### src/rtl/mbss_pkg.sv
// ----------------------------------------------------------------------------
// mbss_pkg
// shared types and constants of the masked byte signature scan unit
// ----------------------------------------------------------------------------
package mbss_pkg;

	localparam int CFG_INDEX_W = 2;
	localparam int CFG_DATA_W  = 64;
	localparam int LEN_W       = 5;
	localparam int OFFSET_W    = 32;
	localparam int QUEUE_DEPTH = 4;
	localparam int QUEUE_PTR_W = 2;
	localparam int QUEUE_CNT_W = 3;
	localparam int PAT_BYTES   = 16;

	typedef enum logic [CFG_INDEX_W-1:0] {
		CFG_PATTERN_LOW  = 2'd0,
		CFG_PATTERN_HIGH = 2'd1,
		CFG_CARE_MASK    = 2'd2,
		CFG_PATTERN_LEN  = 2'd3
	} cfg_index_t;

	typedef struct packed {
		logic [7:0] data_byte;
		logic       last_byte;
	} in_item_t;

	typedef struct packed {
		logic                found;
		logic [OFFSET_W-1:0] match_offset;
	} out_item_t;

	typedef struct packed {
		logic not_empty;
		logic full;
	} queue_status_t;

endpackage

### src/rtl/mbss_front.sv
// ----------------------------------------------------------------------------
// mbss_front
// byte window, region offset counter and masked compare; emits result items
// ----------------------------------------------------------------------------
module mbss_front #(
	parameter int MAX_PATTERN = 16,
	parameter int OFFSET_BITS = 32
) (
	input  logic                                  clk,
	input  logic                                  arst_n,
	input  logic                                  accept,
	input  mbss_pkg::in_item_t                    item,
	input  logic [mbss_pkg::LEN_W-1:0]            eff_len,
	input  logic [MAX_PATTERN-1:0][7:0]           aligned_pat,
	input  logic [MAX_PATTERN-1:0]                aligned_care,
	output logic                                  push,
	output mbss_pkg::out_item_t                   push_item
);

	logic [MAX_PATTERN-1:0][7:0] window_q;
	logic [MAX_PATTERN-1:0][7:0] window_next;
	logic [OFFSET_BITS-1:0]      seen_q;
	logic                        hit_q;
	logic [OFFSET_BITS-1:0]      taken;
	logic [OFFSET_BITS-1:0]      len_ext;
	logic [OFFSET_BITS-1:0]      diff;
	logic [OFFSET_BITS+31:0]     diff_ext;
	logic                        seen_open;
	logic                        match;
	logic                        hit_now;

	// newest byte in entry 0
	always_comb begin
		window_next[0] = item.data_byte;
		for (int a = 1; a < MAX_PATTERN; a++) begin
			window_next[a] = window_q[a-1];
		end
	end

	always_comb begin
		match = 1'b1;
		for (int a = 0; a < MAX_PATTERN; a++) begin
			if (aligned_care[a] && (window_next[a] != aligned_pat[a])) begin
				match = 1'b0;
			end
		end
	end

	assign seen_open = (seen_q != {OFFSET_BITS{1'b1}});
	assign taken     = seen_q + {{(OFFSET_BITS-1){1'b0}}, 1'b1};
	assign len_ext   = {{(OFFSET_BITS-mbss_pkg::LEN_W){1'b0}}, eff_len};
	assign diff      = taken - len_ext;
	assign diff_ext  = {32'd0, diff};
	assign hit_now   = !hit_q && seen_open && (eff_len != '0) && (taken >= len_ext) && match;

	always_comb begin
		push = 1'b0;
		push_item.found = 1'b0;
		push_item.match_offset = '0;
		if (accept && !hit_q) begin
			if (hit_now) begin
				push = 1'b1;
				push_item.found = 1'b1;
				push_item.match_offset = diff_ext[mbss_pkg::OFFSET_W-1:0];
			end else if (item.last_byte) begin
				push = 1'b1;
			end
		end
	end

	always_ff @(posedge clk or negedge arst_n) begin
		if (!arst_n) begin
			window_q <= '0;
			seen_q   <= '0;
			hit_q    <= 1'b0;
		end else if (accept) begin
			if (!hit_q) begin
				window_q <= window_next;
			end
			// region end restarts the scan
			if (item.last_byte) begin
				seen_q <= '0;
				hit_q  <= 1'b0;
			end else if (!hit_q) begin
				if (seen_open) begin
					seen_q <= taken;
				end
				if (hit_now) begin
					hit_q <= 1'b1;
				end
			end
		end
	end

endmodule

### src/rtl/mbss_queue.sv
// ----------------------------------------------------------------------------
// mbss_queue
// short result queue between the compare front and the output stage
// ----------------------------------------------------------------------------
module mbss_queue (
	input  logic                    clk,
	input  logic                    arst_n,
	input  logic                    push,
	input  mbss_pkg::out_item_t     push_item,
	input  logic                    pop,
	output mbss_pkg::out_item_t     head,
	output mbss_pkg::queue_status_t status
);

	mbss_pkg::out_item_t                mem_q [mbss_pkg::QUEUE_DEPTH];
	logic [mbss_pkg::QUEUE_PTR_W-1:0]   wr_ptr_q;
	logic [mbss_pkg::QUEUE_PTR_W-1:0]   rd_ptr_q;
	logic [mbss_pkg::QUEUE_CNT_W-1:0]   count_q;

	assign head             = mem_q[rd_ptr_q];
	assign status.not_empty = (count_q != '0);
	assign status.full      = (count_q == mbss_pkg::QUEUE_CNT_W'(mbss_pkg::QUEUE_DEPTH));

	always_ff @(posedge clk) begin
		if (push) begin
			mem_q[wr_ptr_q] <= push_item;
		end
	end

	always_ff @(posedge clk or negedge arst_n) begin
		if (!arst_n) begin
			wr_ptr_q <= '0;
			rd_ptr_q <= '0;
			count_q  <= '0;
		end else begin
			if (push) begin
				wr_ptr_q <= wr_ptr_q + mbss_pkg::QUEUE_PTR_W'(1);
			end
			if (pop) begin
				rd_ptr_q <= rd_ptr_q + mbss_pkg::QUEUE_PTR_W'(1);
			end
			if (push && !pop) begin
				count_q <= count_q + mbss_pkg::QUEUE_CNT_W'(1);
			end else if (pop && !push) begin
				count_q <= count_q - mbss_pkg::QUEUE_CNT_W'(1);
			end
		end
	end

endmodule

### src/rtl/mbss_back.sv
// ----------------------------------------------------------------------------
// mbss_back
// output register that drains the result queue toward the consumer
// ----------------------------------------------------------------------------
module mbss_back (
	input  logic                    clk,
	input  logic                    arst_n,
	input  mbss_pkg::queue_status_t status,
	input  mbss_pkg::out_item_t     head,
	output logic                    pop,
	output logic                    out_valid,
	input  logic                    out_stall,
	output mbss_pkg::out_item_t     out_item
);

	logic                out_valid_q;
	mbss_pkg::out_item_t out_item_q;

	assign pop       = status.not_empty && (!out_valid_q || !out_stall);
	assign out_valid = out_valid_q;
	assign out_item  = out_item_q;

	always_ff @(posedge clk or negedge arst_n) begin
		if (!arst_n) begin
			out_valid_q <= 1'b0;
		end else if (pop) begin
			out_valid_q <= 1'b1;
		end else if (!out_stall) begin
			out_valid_q <= 1'b0;
		end
	end

	always_ff @(posedge clk) begin
		if (pop) begin
			out_item_q <= head;
		end
	end

endmodule

### src/rtl/masked_byte_signature_scan_unit.sv
// out_valid rises once the result of the causing input item has passed the result queue and the output register
// throughput: one byte item per cycle while in_stall is low, set by the combinational parallel window compare
// a four-entry result queue lets the input keep flowing while a result waits on out_stall
// reset (arst_n low): window, offset counter, queue and output valid clear,
// pattern registers clear, care mask goes to all ones, pattern length to one
// ----------------------------------------------------------------------------
// masked_byte_signature_scan_unit
// wildcard byte signature search over a byte stream, one result per region
// ----------------------------------------------------------------------------
module masked_byte_signature_scan_unit #(
	parameter int MAX_PATTERN = 16,
	parameter int OFFSET_BITS = 32
) (
	input  logic                                clk,
	input  logic                                arst_n,
	// config write port
	input  logic                                cfg_we,
	input  logic [mbss_pkg::CFG_INDEX_W-1:0]    cfg_index,
	input  logic [mbss_pkg::CFG_DATA_W-1:0]     cfg_wdata,
	// byte items in
	input  logic                                in_valid,
	output logic                                in_stall,
	input  mbss_pkg::in_item_t                  in_item,
	// result items out
	output logic                                out_valid,
	input  logic                                out_stall,
	output mbss_pkg::out_item_t                 out_item
);

	// configuration registers
	logic [mbss_pkg::CFG_DATA_W-1:0] pat_low_q;
	logic [mbss_pkg::CFG_DATA_W-1:0] pat_high_q;
	logic [mbss_pkg::PAT_BYTES-1:0]  care_q;
	logic [mbss_pkg::LEN_W-1:0]      len_q;

	logic [mbss_pkg::LEN_W-1:0]        eff_len;
	logic [2*mbss_pkg::CFG_DATA_W-1:0] pat_all;
	logic [MAX_PATTERN-1:0][7:0]       aligned_pat;
	logic [MAX_PATTERN-1:0]            aligned_care;

	logic                    accept;
	logic                    push;
	logic                    pop;
	mbss_pkg::out_item_t     push_item;
	mbss_pkg::out_item_t     head;
	mbss_pkg::queue_status_t q_status;

	always_ff @(posedge clk or negedge arst_n) begin
		if (!arst_n) begin
			pat_low_q  <= '0;
			pat_high_q <= '0;
			care_q     <= '1;
			len_q      <= mbss_pkg::LEN_W'(1);
		end else if (cfg_we) begin
			case (mbss_pkg::cfg_index_t'(cfg_index))
				mbss_pkg::CFG_PATTERN_LOW:  pat_low_q  <= cfg_wdata;
				mbss_pkg::CFG_PATTERN_HIGH: pat_high_q <= cfg_wdata;
				mbss_pkg::CFG_CARE_MASK:    care_q     <= cfg_wdata[mbss_pkg::PAT_BYTES-1:0];
				mbss_pkg::CFG_PATTERN_LEN:  len_q      <= cfg_wdata[mbss_pkg::LEN_W-1:0];
				default: ;
			endcase
		end
	end

	// lengths above the window depth are clamped
	assign eff_len = (len_q > mbss_pkg::LEN_W'(MAX_PATTERN)) ? mbss_pkg::LEN_W'(MAX_PATTERN)
	                                                         : len_q;
	assign pat_all = {pat_high_q, pat_low_q};

	// line the pattern up with window age: entry a holds pattern byte len-1-a,
	// and ages at or past the length are don't-care
	always_comb begin
		logic [mbss_pkg::LEN_W-1:0] idx;
		for (int a = 0; a < MAX_PATTERN; a++) begin
			idx = eff_len - mbss_pkg::LEN_W'(a) - mbss_pkg::LEN_W'(1);
			aligned_pat[a]  = pat_all[idx[3:0]*8 +: 8];
			aligned_care[a] = (eff_len > mbss_pkg::LEN_W'(a)) && care_q[idx[3:0]];
		end
	end

	// front stalls only when the queue is full
	assign in_stall = q_status.full;
	assign accept   = in_valid && !in_stall;

	mbss_front #(
		.MAX_PATTERN (MAX_PATTERN),
		.OFFSET_BITS (OFFSET_BITS)
	) u_front (
		.clk          (clk),
		.arst_n       (arst_n),
		.accept       (accept),
		.item         (in_item),
		.eff_len      (eff_len),
		.aligned_pat  (aligned_pat),
		.aligned_care (aligned_care),
		.push         (push),
		.push_item    (push_item)
	);

	mbss_queue u_queue (
		.clk       (clk),
		.arst_n    (arst_n),
		.push      (push),
		.push_item (push_item),
		.pop       (pop),
		.head      (head),
		.status    (q_status)
	);

	mbss_back u_back (
		.clk       (clk),
		.arst_n    (arst_n),
		.status    (q_status),
		.head      (head),
		.pop       (pop),
		.out_valid (out_valid),
		.out_stall (out_stall),
		.out_item  (out_item)
	);

endmodule

### config.mk
export PLATFORM = sky130hd
export DESIGN_NAME = masked_byte_signature_scan_unit
export DESIGN_NICKNAME = d
export VERILOG_FILES = /design/src/rtl/mbss_pkg.sv /design/src/rtl/mbss_front.sv /design/src/rtl/mbss_queue.sv /design/src/rtl/mbss_back.sv /design/src/rtl/masked_byte_signature_scan_unit.sv
export SDC_FILE = /design/constraint.sdc
export NUM_CORES = 1
export LEC_CHECK = 0
export BUFFER_PORTS_ARGS = -buffer_cell sky130_fd_sc_hd__buf_4
export CAP_MARGIN = 20
export CORE_AREA = 2 2 283 285
export DETAILED_ROUTE_END_ITERATION = 10
export DIE_AREA = 0 0 285 287
export PLACE_DENSITY = 0.54
export SLEW_MARGIN = 20
export SYNTH_ARGS = -nofsm -noshare
export SYNTH_HDL_FRONTEND = slang
export SYNTH_HIERARCHICAL = 1
export SYNTH_SLANG_ARGS = --single-unit
### constraint.sdc
create_clock -name clk -period 5.43 [get_ports clk]
set_input_delay 0.8145 -clock clk [delete_from_list [all_inputs] [get_ports clk]]
set_output_delay 0.8145 -clock clk [all_outputs]
set_load 0.03 [all_outputs]
# --- Yosys cells after proc, flatten, opt, wreduce, memory -nomap -nowiden ---
# Memory sizes are Yosys's and may differ from the RTL's. A register that Yosys moved wholly into a read port is not among the register bits.
# Index checks and enable logic that the tools add are counted.
totals:
  register_bits: 310
  ram_bits: 132
  n_memories: 1
mem_list:
  columns: ["memory", "words", "word_bits", "read_ports", "rd_ports_with_merged_regs", "wr", "line_no", "text"]
  rows:
  - ["u_queue.mem_q", 4, 33, 1, 1, 1, "mbss_queue.sv:15", "mbss_pkg::out_item_t mem_q [mbss_pkg::QUEUE_DEPTH];"]
op_classes:
  n_mux: 66
  bitwise_logic: 1
  order_cmp: 34
  eq_ne: 23
  reduce_logical: 59
  addsub: 36
  shift: 16
op_table:
  columns: ["op", "count"]
  rows:
  - ["variable part select 128 x 8 -> 8 bit", 16]
  - ["inequality test 8 bit", 16]
  - ["two-way mux 32 bit", 3]
  - ["< comparator 4 x 5 -> 1 bit (second input constant)", 16]
  - ["two-way mux 33 bit", 2]
  - ["binary-select mux 1 bit (select 4 bit)", 16]
  - ["subtractor 4 x 1 -> 4 bit (second input constant)", 16]
  - ["two-way mux 1 bit", 42]
  - ["logical AND 1 bit", 41]
  - ["greater-than comparator 5 x 4 -> 1 bit (second input constant)", 8]
  - ["adder 32 x 1 -> 32 bit (second input constant)", 1]
  - ["greater-or-equal comparator 32 x 5 -> 1 bit", 1]
  - ["inequality test 32 bit (second input constant)", 1]
  - ["subtractor 32 x 5 -> 32 bit", 1]
  - ["subtractor 4 bit (second input constant)", 8]
  - ["greater-than comparator 5 x 3 -> 1 bit (second input constant)", 4]
  - ["subtractor 4 x 3 -> 4 bit (second input constant)", 4]
  - ["greater-than comparator 5 x 1 -> 1 bit (second input constant)", 2]
  - ["greater-than comparator 5 x 2 -> 1 bit (second input constant)", 2]
  - ["AND reduction 2 bit", 5]
  - ["subtractor 4 x 2 -> 4 bit (second input constant)", 2]
  - ["zero test 1 bit", 6]
  - ["two-way mux 3 bit", 2]
  - ["greater-than comparator 5 bit (second input constant)", 1]
  - ["16 further kinds", 19]

# --- Logic depth before layout (Yosys ltp) ---
# Gate-level depths: netlist (run 1).
depth:
  word_depth: 30
  mapped_depth: 26
  depth_no_buf: 21

# --- By module ---
# The synthesis (run 1) kept the hierarchy.
by_module_without_submodules:
  columns: ["mod", "cells_per_inst", "n_inst", "area_per_inst_um2", "seq_area_each_um2"]
  rows:
  - ["masked_byte_signature_scan_unit", 1648, 1, 15859.0, 3749.8]
  - ["mbss_front", 871, 1, 9156.3, 3828.7]
  - ["mbss_queue", 207, 1, 5208.7, 4139.0]
  - ["mbss_back", 36, 1, 1034.7, 1016.0]

# --- Worst setup path before layout (run 1) ---
# Ideal clock, no wire load.
synth_timing:
  kind: "flip-flop to flip-flop"
  start: "register len_q[2] in the netlist's numbering"
  end: "memory u_queue/mem_q[0][0] in the netlist's numbering (enable)"
  path_buffers: 5
  synth_period_minus_slack_ns: 4.797
  stages_incl_launch_ff: 19
  setup_slack_ns: 0.633
  arrival_time_ns: 4.404
  path_cell_list: "dfrtp_1 > buf_4 > nand2_2 > clkbuf_1 > inv_1 > ha_1 > buf_1 > mux2i_1 > xnor2_1 > nand4_1 > o21ai_0 > nand4_1 > nor4_1 > nand2_1 > a31o_1 > buf_4 > buf_6 > o21ai_2 > and2_1"
synth_rtl:
  columns: ["element", "line_no", "text"]
  rows:
  - ["start: declaration", "masked_byte_signature_scan_unit.sv:34", "logic [mbss_pkg::LEN_W-1:0] len_q;"]
  - ["start signal: assignment", "masked_byte_signature_scan_unit.sv:53", "len_q <= mbss_pkg::LEN_W'(1);"]
  - ["start signal: assignment", "masked_byte_signature_scan_unit.sv:59", "mbss_pkg::CFG_PATTERN_LEN: len_q <= cfg_wdata[mbss_pkg::LEN_W-1:0];"]
  - ["end: declaration", "mbss_queue.sv:15", null]

==> summary.md, run 1 <==
| Metric | Value |
|---|---|
| Post-synth EDFFs | between 150 and 200 |
| PnR Total Power | 0.0196 W |
| Core region area | roughly 0.08 mm^2 |
| Ratio of final minimum period to clock period | 95.7% |
| Commonest cells after routing, fill and taps aside | sky130_fd_sc_hd__mux2i_1 (365), sky130_fd_sc_hd__dfrtp_1 (289), sky130_fd_sc_hd__mux2_2 (271), sky130_fd_sc_hd__buf_4 (270), sky130_fd_sc_hd__edfxtp_1 (165) |
| H-tree levels | 2 |
| Final number of setup-violating endpoints | 0 |
| Capture point of the worst reg-to-reg path | u_queue/count_q[2] |
| Maximum operating frequency | 0.192 GHz |
| I/O pins | approximately 120 |
| Pins Over Slew Limit | 0 |
| Final net count | 2981 |
| Worst setup path endpoint | u_queue/count_q[2] |
| Leakage power | 14.2 nW |
| Cell with the largest stage delay on the worst path | sky130_fd_sc_hd__mux2i_1 |
| Maximum number of pins on one net before global-route repair | 148 |
| Total routing usage reported by global routing | roughly 28% |
| Biggest area contributors in the synthesized netlist | sky130_fd_sc_hd__dfrtp_1 (23%), sky130_fd_sc_hd__edfxtp_1 (16%), sky130_fd_sc_hd__mux2i_1 (12%) |
| Max-cap violations | 0 |
| Layout Cell Area excl Fill | ~0.036 mm^2 |
| Post-synthesis instance area | roughly 0.031 mm^2 |
| Slew at the pin closest to its max-slew limit | about 1.1 ns |
| Required time of the critical path | between 5 and 6 ns |
| Headroom to the max-slew limit | about a quarter |
| Top-area cell type share of the netlist area | a little under a quarter |
| Clock net sink count | 475 |
| Beginning of the worst register-to-register path | len_q[4] |
| Biggest cell delay along the critical path | a little under 0.6 ns |
| Number of buffers created by CTS | 54 |
| Placed standard-cell area | around 0.034 mm^2 |
| Syn_area_per_cell | between 10 and 15 um^2 |
| Cell depth of the worst setup path | 22 |
| Power density of the placed cells | 543 mW/mm^2 |
| Count of synthesis-stage warnings from yosys | 6 |
| DRC errors left | 0 |
| Routed vias/inst | 6.31 |
| Clock buffer depth | 3 |
| Class of the most critical setup path | reg2reg |
| Number of cell instances on the worst register-to-register path | 22 |
| Antenna Violating Nets Remaining | 0 |
| Post-synthesis net count | 2859 |
| Library cell with the largest summed area after synthesis | sky130_fd_sc_hd__dfrtp_1 |
| Family of cells with the greatest summed delay on the critical path | simple AND/OR/NAND/NOR gates |
| Vias in the first global route | 24200 |
| Startpoint type of the worst setup path | flip-flop |
| CP cell instances | nand2b_2 -> buf_4 -> mux2i_1 -> mux2i_1 -> mux2i_1 -> buf_4 -> mux2i_1 -> xnor2_1 -> nand4_1 -> o21ai_0 -> nand4_1 -> nor4_4 -> buf_4 -> nand2_1 -> a31o_1 -> o21ai_2 -> ha_1 -> inv_1 -> fa_1 -> xor2_1 -> nor2_1 -> xor2_1 |
| Detailed-route wire length per cell | slightly below 30 um |
| Share of cells above drive strength 1 | approximately 28% |
| Worst path bufs/invs | 4 |
| Y dimension of the die | between 200 and 300 um |
| Final weighted congestion in routability-driven placement | between 0.9 and 1 |
| Dominant synthesized flop cell | sky130_fd_sc_hd__dfrtp_1 |
| Router iterations before antenna repair | 6 |
| Effective utilization at floorplan | 39.8% |
| Worst Skew | around 0.048 ns |
| TritonCTS clock tree | done |
| First-pass GRT wire length | between 150 and 200 mm |
| DIE WIDTH | between 200 and 300 um |
| Initial antenna violation count | 4 |
| Root Buffer Master | sky130_fd_sc_hd__clkbuf_16 |
| Asr flop ratio synth | between 60% and 70% |
| Via total after detailed routing | roughly 25000 |
| Worst-case register-to-register setup slack | approximately 0.23 ns |
| Number of distinct standard cells referenced by the synthesized netlist | 90 |
| Run status | complete, no violations |
| Die footprint | ~0.082 mm^2 |
| Timing startpoint of the critical path | len_q[4] |
| Synthesis-to-finish area growth | 15.7% |
| RSZ-0062 raised after global routing | no |
| Register clock-pin slew on the reported worst setup and hold paths | 0.06 ns |
| Worst-Skew Late Latency | around 0.64 ns |
| Final Hold Viols | 0 |
| Row cnt | slightly above 100 |
| Category of the worst setup path capture point | flip-flop |
| Iteration-0 DRC count of the detailed router | about 2900 |
| Overflow left after global routing | 0 |
| Wire length reported by the detailed router | about 120 mm |
| Max VDD drop | ~0.33 mV |
| Leading cell type in the layout, fill and taps excluded | sky130_fd_sc_hd__mux2i_1 |
| Flip-flop and latch count after synthesis | approximately 480 |
| Min Clock Period, post-route | about 5.2 ns |
| Critical Path AT | between 5 and 6 ns |
| HPWL reported at the end of detailed placement | between 80 and 90 mm |
| Critical Path Most Common Cell | sky130_fd_sc_hd__mux2i_1 |
| Count of input and output buffers | 114 |
| Synthesized instance count | ~2800 |
| Type of the worst min-delay path | in2async |
| Part of the Yosys area used for sequential elements | between 40% and 50% |
| CP Max Fanout | 14 |
## sequential cells by signal, summed over array words and instances (netlist names)
| register | count |
|---|---|
| care_q | 16 |
| len_q | 5 |
| pat_high_q | 64 |
| pat_low_q | 64 |
| u_back/out_item | 33 |
| u_back/out_valid | 1 |
| u_front/hit_q | 1 |
| u_front/seen_q | 32 |
| u_front/window_next | 120 |
| u_queue/count_q | 3 |
| u_queue/mem_q | 132 |
| u_queue/rd_ptr_q | 2 |
| u_queue/wr_ptr_q | 2 |
## where the power goes
| part | switching (W) | leakage [nW] | total [W] | internal, W |
|---|---|---|---|---|
| clock | 0.00157 | 0.935 | 0.00386 | 0.00228 |
| sequential | 0.00123 | 5.14 | 0.00597 | 0.00474 |
| combinational | 0.00551 | 8.13 | 0.00980 | 0.00429 |
## logic make-up after synthesis
group | after synthesis | share of synthesized area, %
adder cells (fa/ha/maj) | 17 | 0.729
AO/OA/AOI/OAI | 573 | 13.8
flip-flops | 475 | 40.7
buffers and inverters | 264 | 4.07
XOR/XNOR | 189 | 5.40
AND/OR/NAND/NOR | 538 | 8.83
multiplexers | 706 | 26.4
## worst min path at each step
stage / from / end / slack, ns / cells past startpoint
final: arst_n / pat_low_q[17] / 0.18 / 1
after global routing: arst_n / pat_low_q[17] / 0.25 / 1
after CTS: arst_n / pat_low_q[17] / 0.23 / 1
after detailed placement: u_queue/count_q[2] / u_queue/count_q[2] / 0.47 / 1
after global placement: u_queue/count_q[2] / u_queue/count_q[2] / 0.48 / 1
after floorplan: u_queue/count_q[2] / u_queue/count_q[2] / 0.45 / 1
## cell type report
class / instances / area (um^2)
clock buffers: 65 / 1480
multi-input cells: 2023 / 17400
clock inverters: 34 / 430
fillers: 7262 / 42500
flip-flops and latches: 475 / 12700
well taps: 1050 / 1310
inverters: 30 / 121
repair buffers: 300 / 2630
diodes: 3 / 7.51
## routing by layer
metal  wire (um)  vias up  GRT usage, %
met5          15        -             0
met4        4890        2          10.2
met3        8950      219          4.62
met2       50200     1155          41.7
met1       51500    12900          39.5
li1            -    10900             -
## through the flow
stage	hold slack [ns]	cells	setup TNS [ns]	setup slack [ns]	util, %
5_1_grt	0.249	3977	0	0.0114	46.0
4_1_cts	0.230	3965	0	0.00874	45.7
2_1_floorplan	0.449	2762	0	0.633	-
6_report	0.178	3980	0	0.234	46.0
3_5_place_dp	0.475	3866	0	0.0439	43.3
3_3_place_gp	0.483	3866	-0.00955	-0.00955	43.3
## Yosys cell counts, types with 71 or more instances
master	count
sky130_fd_sc_hd__clkbuf_1	110
sky130_fd_sc_hd__nor2b_1	74
sky130_fd_sc_hd__mux2_2	271
sky130_fd_sc_hd__nand2_1	132
sky130_fd_sc_hd__buf_2	80
sky130_fd_sc_hd__mux2i_1	369
sky130_fd_sc_hd__nor2_1	135
sky130_fd_sc_hd__dfrtp_1	293
sky130_fd_sc_hd__xnor2_1	164
sky130_fd_sc_hd__a22oi_1	82
sky130_fd_sc_hd__o22ai_1	71
sky130_fd_sc_hd__edfxtp_1	165
## repair_timing
item / 4_1_cts / 5_1_grt
hold buffers: 0 / 0
resized for setup: 0 / 21
buffers inserted: 0 / 10
setup endpoints to repair: 0 / 186
Note: power is estimated with default switching activity, not from simulation.
==> run 2, diff against run 1 <==
==> constraint.sdc (replaced) <==
create_clock -name clk -period 5.43 [get_ports clk]
set_input_delay 1.629 -clock clk [delete_from_list [all_inputs] [get_ports clk]]
set_output_delay 1.629 -clock clk [all_outputs]
set_load 0.03 [all_outputs]
==> run 2 against run 1 <==
Net effect: clock power shrank 5.2%; flip-flop and latch count did not move; clock skew increased by 0.013 ns; critical path type unchanged; non-clock buffer count up 19; global-route usage grew 1.1 points; final cell count up 0.58%; highest routed layer unchanged; critical endpoint unchanged; largest power group unchanged; maximum frequency down 0.69%; clock-buffer cell count is 4 higher.
==> summary.md, run 2 (synthesis gave the netlist of run 1 again) <==
| Metric | Value |
|---|---|
| Run status | complete, no violations |
| Final net count | 3000 |
| First-pass GRT wire length | ~170 mm |
| Commonest cells after routing, fill and taps aside | sky130_fd_sc_hd__mux2i_1 (361), sky130_fd_sc_hd__dfrtp_1 (290), sky130_fd_sc_hd__buf_4 (277), sky130_fd_sc_hd__mux2_2 (271), sky130_fd_sc_hd__edfxtp_1 (165) |
| H-tree levels | 2 |
| Max VDD drop | ~0.37 mV |
| Category of the worst setup path capture point | flip-flop |
| Total routing usage reported by global routing | between 20 and 30% |
| Fraction of power consumed by the clock network | between 10% and 20% |
| Routed vias/inst | around 6.3 |
| Smallest hold slack | around 0.52 ns |
| Synthesis-to-finish area growth | 16.2% |
| Slew at the pin closest to its max-slew limit | around 1.1 ns |
| Router iterations before antenna repair | 6 |
| PnR Total Power | between 0.015 and 0.02 W |
| Flip-flop count of the largest register after layout | about 130 |
| Non-filler instance count after layout | between 4000 and 5000 |
| Most Crowded Layer GR | met2 |
| Overflow left after global routing | 0 |
| Worst Skew | between 0.06 and 0.07 ns |
| Leakage power | between 10 and 15 nW |
| Iteration-0 DRC count of the detailed router | roughly 2800 |
| Initial antenna violation count | 9 |
| Min Clock Period, post-route | between 5 and 6 ns |
| CP Max Fanout | 9 |
| Final Hold Viols | 0 |
| Class of the most critical setup path | reg2reg |
| Share of cells above drive strength 1 | 28.1% |
| Max-cap violations | 0 |
| Row cnt | roughly 100 |
| RSZ-0062 raised after global routing | no |
| Vias in the first global route | about 24000 |
| Global routing usage on met2 | a little over two fifths |
| Ratio of final minimum period to clock period | about 96% |
| Effective utilization at floorplan | roughly two fifths |
| Final weighted congestion in routability-driven placement | between 1 and 1.5 |
| Detailed-route wire length per cell | 29.9 um |
| DP Cell Count | just under 4000 |
| Critical Path AT | between 5 and 6 ns |
| Number of buffers created by CTS | 54 |
| Clock net sink count | approximately 480 |
| Number of fillers in the final layout | 7199 |
| TritonCTS clock tree | done |
| Proportion of total power due to net switching | 43.0% |
| Count of input and output buffers | about 110 |
| Met1 usage | between 40% and 50% |
| Headroom to the max-slew limit | 28.2% |
| Required time of the critical path | between 5 and 6 ns |
| Y dimension of the die | 287 um |
| I/O pins | 115 |
| Core region area | about 0.079 mm^2 |
| Total negative setup slack | 0 ns |
| Wire length reported by the detailed router | 120 mm |
| Final number of setup-violating endpoints | 0 |
| DIE WIDTH | approximately 290 um |
| Startpoint type of the worst setup path | flip-flop |
| Clock buffer depth | 3 |
| Maximum number of pins on one net before global-route repair | approximately 120 |
| Maximum operating frequency | between 0.15 and 0.2 GHz |
| Sequential group share of total power | slightly above 30% |
| Global routing met3 resource utilization | 4.90% |
| Type of the worst min-delay path | reg2reg |
| Hold bufs inserted after CTS | 0 |
| Register with the most flip-flops | u_queue/mem_q |
| Proportion of power drawn by combinational gates | about half |
| Share of the core filled with cells | a little under half |
| Design internal power | around 0.011 W |
| DRC errors left | 0 |
| Pins Over Slew Limit | 0 |
| Sw Pwr | about 0.0085 W |
| HPWL reported at the end of detailed placement | around 89 mm |
| Antenna Violating Nets Remaining | 0 |
| Register clock-pin slew on the reported worst setup and hold paths | roughly 0.060 ns |
| Worst-Skew Late Latency | ~0.65 ns |
| Power density of the placed cells | between 500 and 600 mW/mm^2 |
| Via total after detailed routing | 25100 |
| Root Buffer Master | sky130_fd_sc_hd__clkbuf_16 |
| Die footprint | ~0.082 mm^2 |
| Leading cell type in the layout, fill and taps excluded | sky130_fd_sc_hd__mux2i_1 |
[run 2: cell count changes in the layout (fill, tap and decap cells not counted), moves of 2 or more]
cell,delta
sky130_fd_sc_hd__and2_1,-2
sky130_fd_sc_hd__buf_12,+12
sky130_fd_sc_hd__buf_4,+7
sky130_fd_sc_hd__buf_6,+2
sky130_fd_sc_hd__bufinv_16,-4
sky130_fd_sc_hd__clkbuf_1,+5
sky130_fd_sc_hd__clkbuf_16,-3
sky130_fd_sc_hd__clkinvlp_4,+4
sky130_fd_sc_hd__mux2i_1,-4
sky130_fd_sc_hd__mux2i_2,+4
[run 2: power by group through the flow]
stage	Clock, W	Combinational [W]	Sequential [W]
floorplan	0	0.00619	0.00565
global placement	0	0.00969	0.00598
detailed placement	0	0.00979	0.00600
CTS	0.00377	0.00983	0.00593
global route	0.00391	0.0106	0.00603
finish	0.00366	0.0101	0.00596
[run 2: routing by layer]
metal | vias up | wire [um]
li1 | 10900 | -
met1 | 12800 | 53800
met2 | 1137 | 50700
met3 | 237 | 9200
met4 | 2 | 5990
met5 | - | 9
[run 2: worst max-delay path: stages (launching register included)]
cell and delay [ns]:
sky130_fd_sc_hd__dfstp_4 0.65, sky130_fd_sc_hd__nand2b_2 0.15, sky130_fd_sc_hd__buf_4 0.26, sky130_fd_sc_hd__mux2i_1 0.58, sky130_fd_sc_hd__mux2i_1 0.21, sky130_fd_sc_hd__mux2i_1 0.23
sky130_fd_sc_hd__buf_4 0.14, sky130_fd_sc_hd__mux2i_1 0.07, sky130_fd_sc_hd__xnor2_1 0.37, sky130_fd_sc_hd__nand4_1 0.17, sky130_fd_sc_hd__o21ai_0 0.18, sky130_fd_sc_hd__nand4_1 0.15
sky130_fd_sc_hd__nor4_2 0.32, sky130_fd_sc_hd__buf_4 0.17, sky130_fd_sc_hd__nand2_1 0.06, sky130_fd_sc_hd__a31o_1 0.22, sky130_fd_sc_hd__o21ai_2 0.09, sky130_fd_sc_hd__ha_1 0.19
sky130_fd_sc_hd__inv_1 0.05, sky130_fd_sc_hd__fa_1 0.37, sky130_fd_sc_hd__xor2_1 0.17, sky130_fd_sc_hd__nor2_1 0.14, sky130_fd_sc_hd__xor2_1 0.19
[run 2: path summary, 6_finish.rpt]
kind / cells past startpoint / start / end / slack [ns]
hold reg to reg: 1 / u_queue/count_q[2] / u_queue/count_q[2] / 0.52
setup reg to reg: 22 / len_q[0] / u_queue/count_q[2] / 0.20
max in group asynchronous: 2 / arst_n / u_front/window_next[10] / 3.36
setup / recovery: 22 / len_q[0] / u_queue/count_q[2] / 0.20
hold / removal: 1 / u_queue/count_q[2] / u_queue/count_q[2] / 0.52
min in group asynchronous: 1 / arst_n / pat_low_q[59] / 1.03
[run 2: final cells by class]
class                      instances  area [um^2]  share of cell area (%)
multi-input combinational       2023        17400                    48.0
sequential                       475        12700                    35.1
timing repair buffer             319         2890                    7.97
clock buffer                      69         1460                    4.01
tap                             1050         1310                    3.62
clock inverter                    33          339                   0.934
inverter                          30          120                   0.331
antenna                            4         10.0                  0.0276
[run 2: what timing repair did]
action	4_1_cts	5_1_grt
resized for setup	0	24
setup endpoints to repair	0	134
setup buffers	0	2
[run 2: per-stage QoR]
step	cell area (um^2)	setup slack, ns
final	36300	0.198
after global routing	36300	0.000858
after CTS	36200	0.0443
after detailed placement	34400	0.0732
after global placement	34400	0.129
after floorplan	31300	0.633
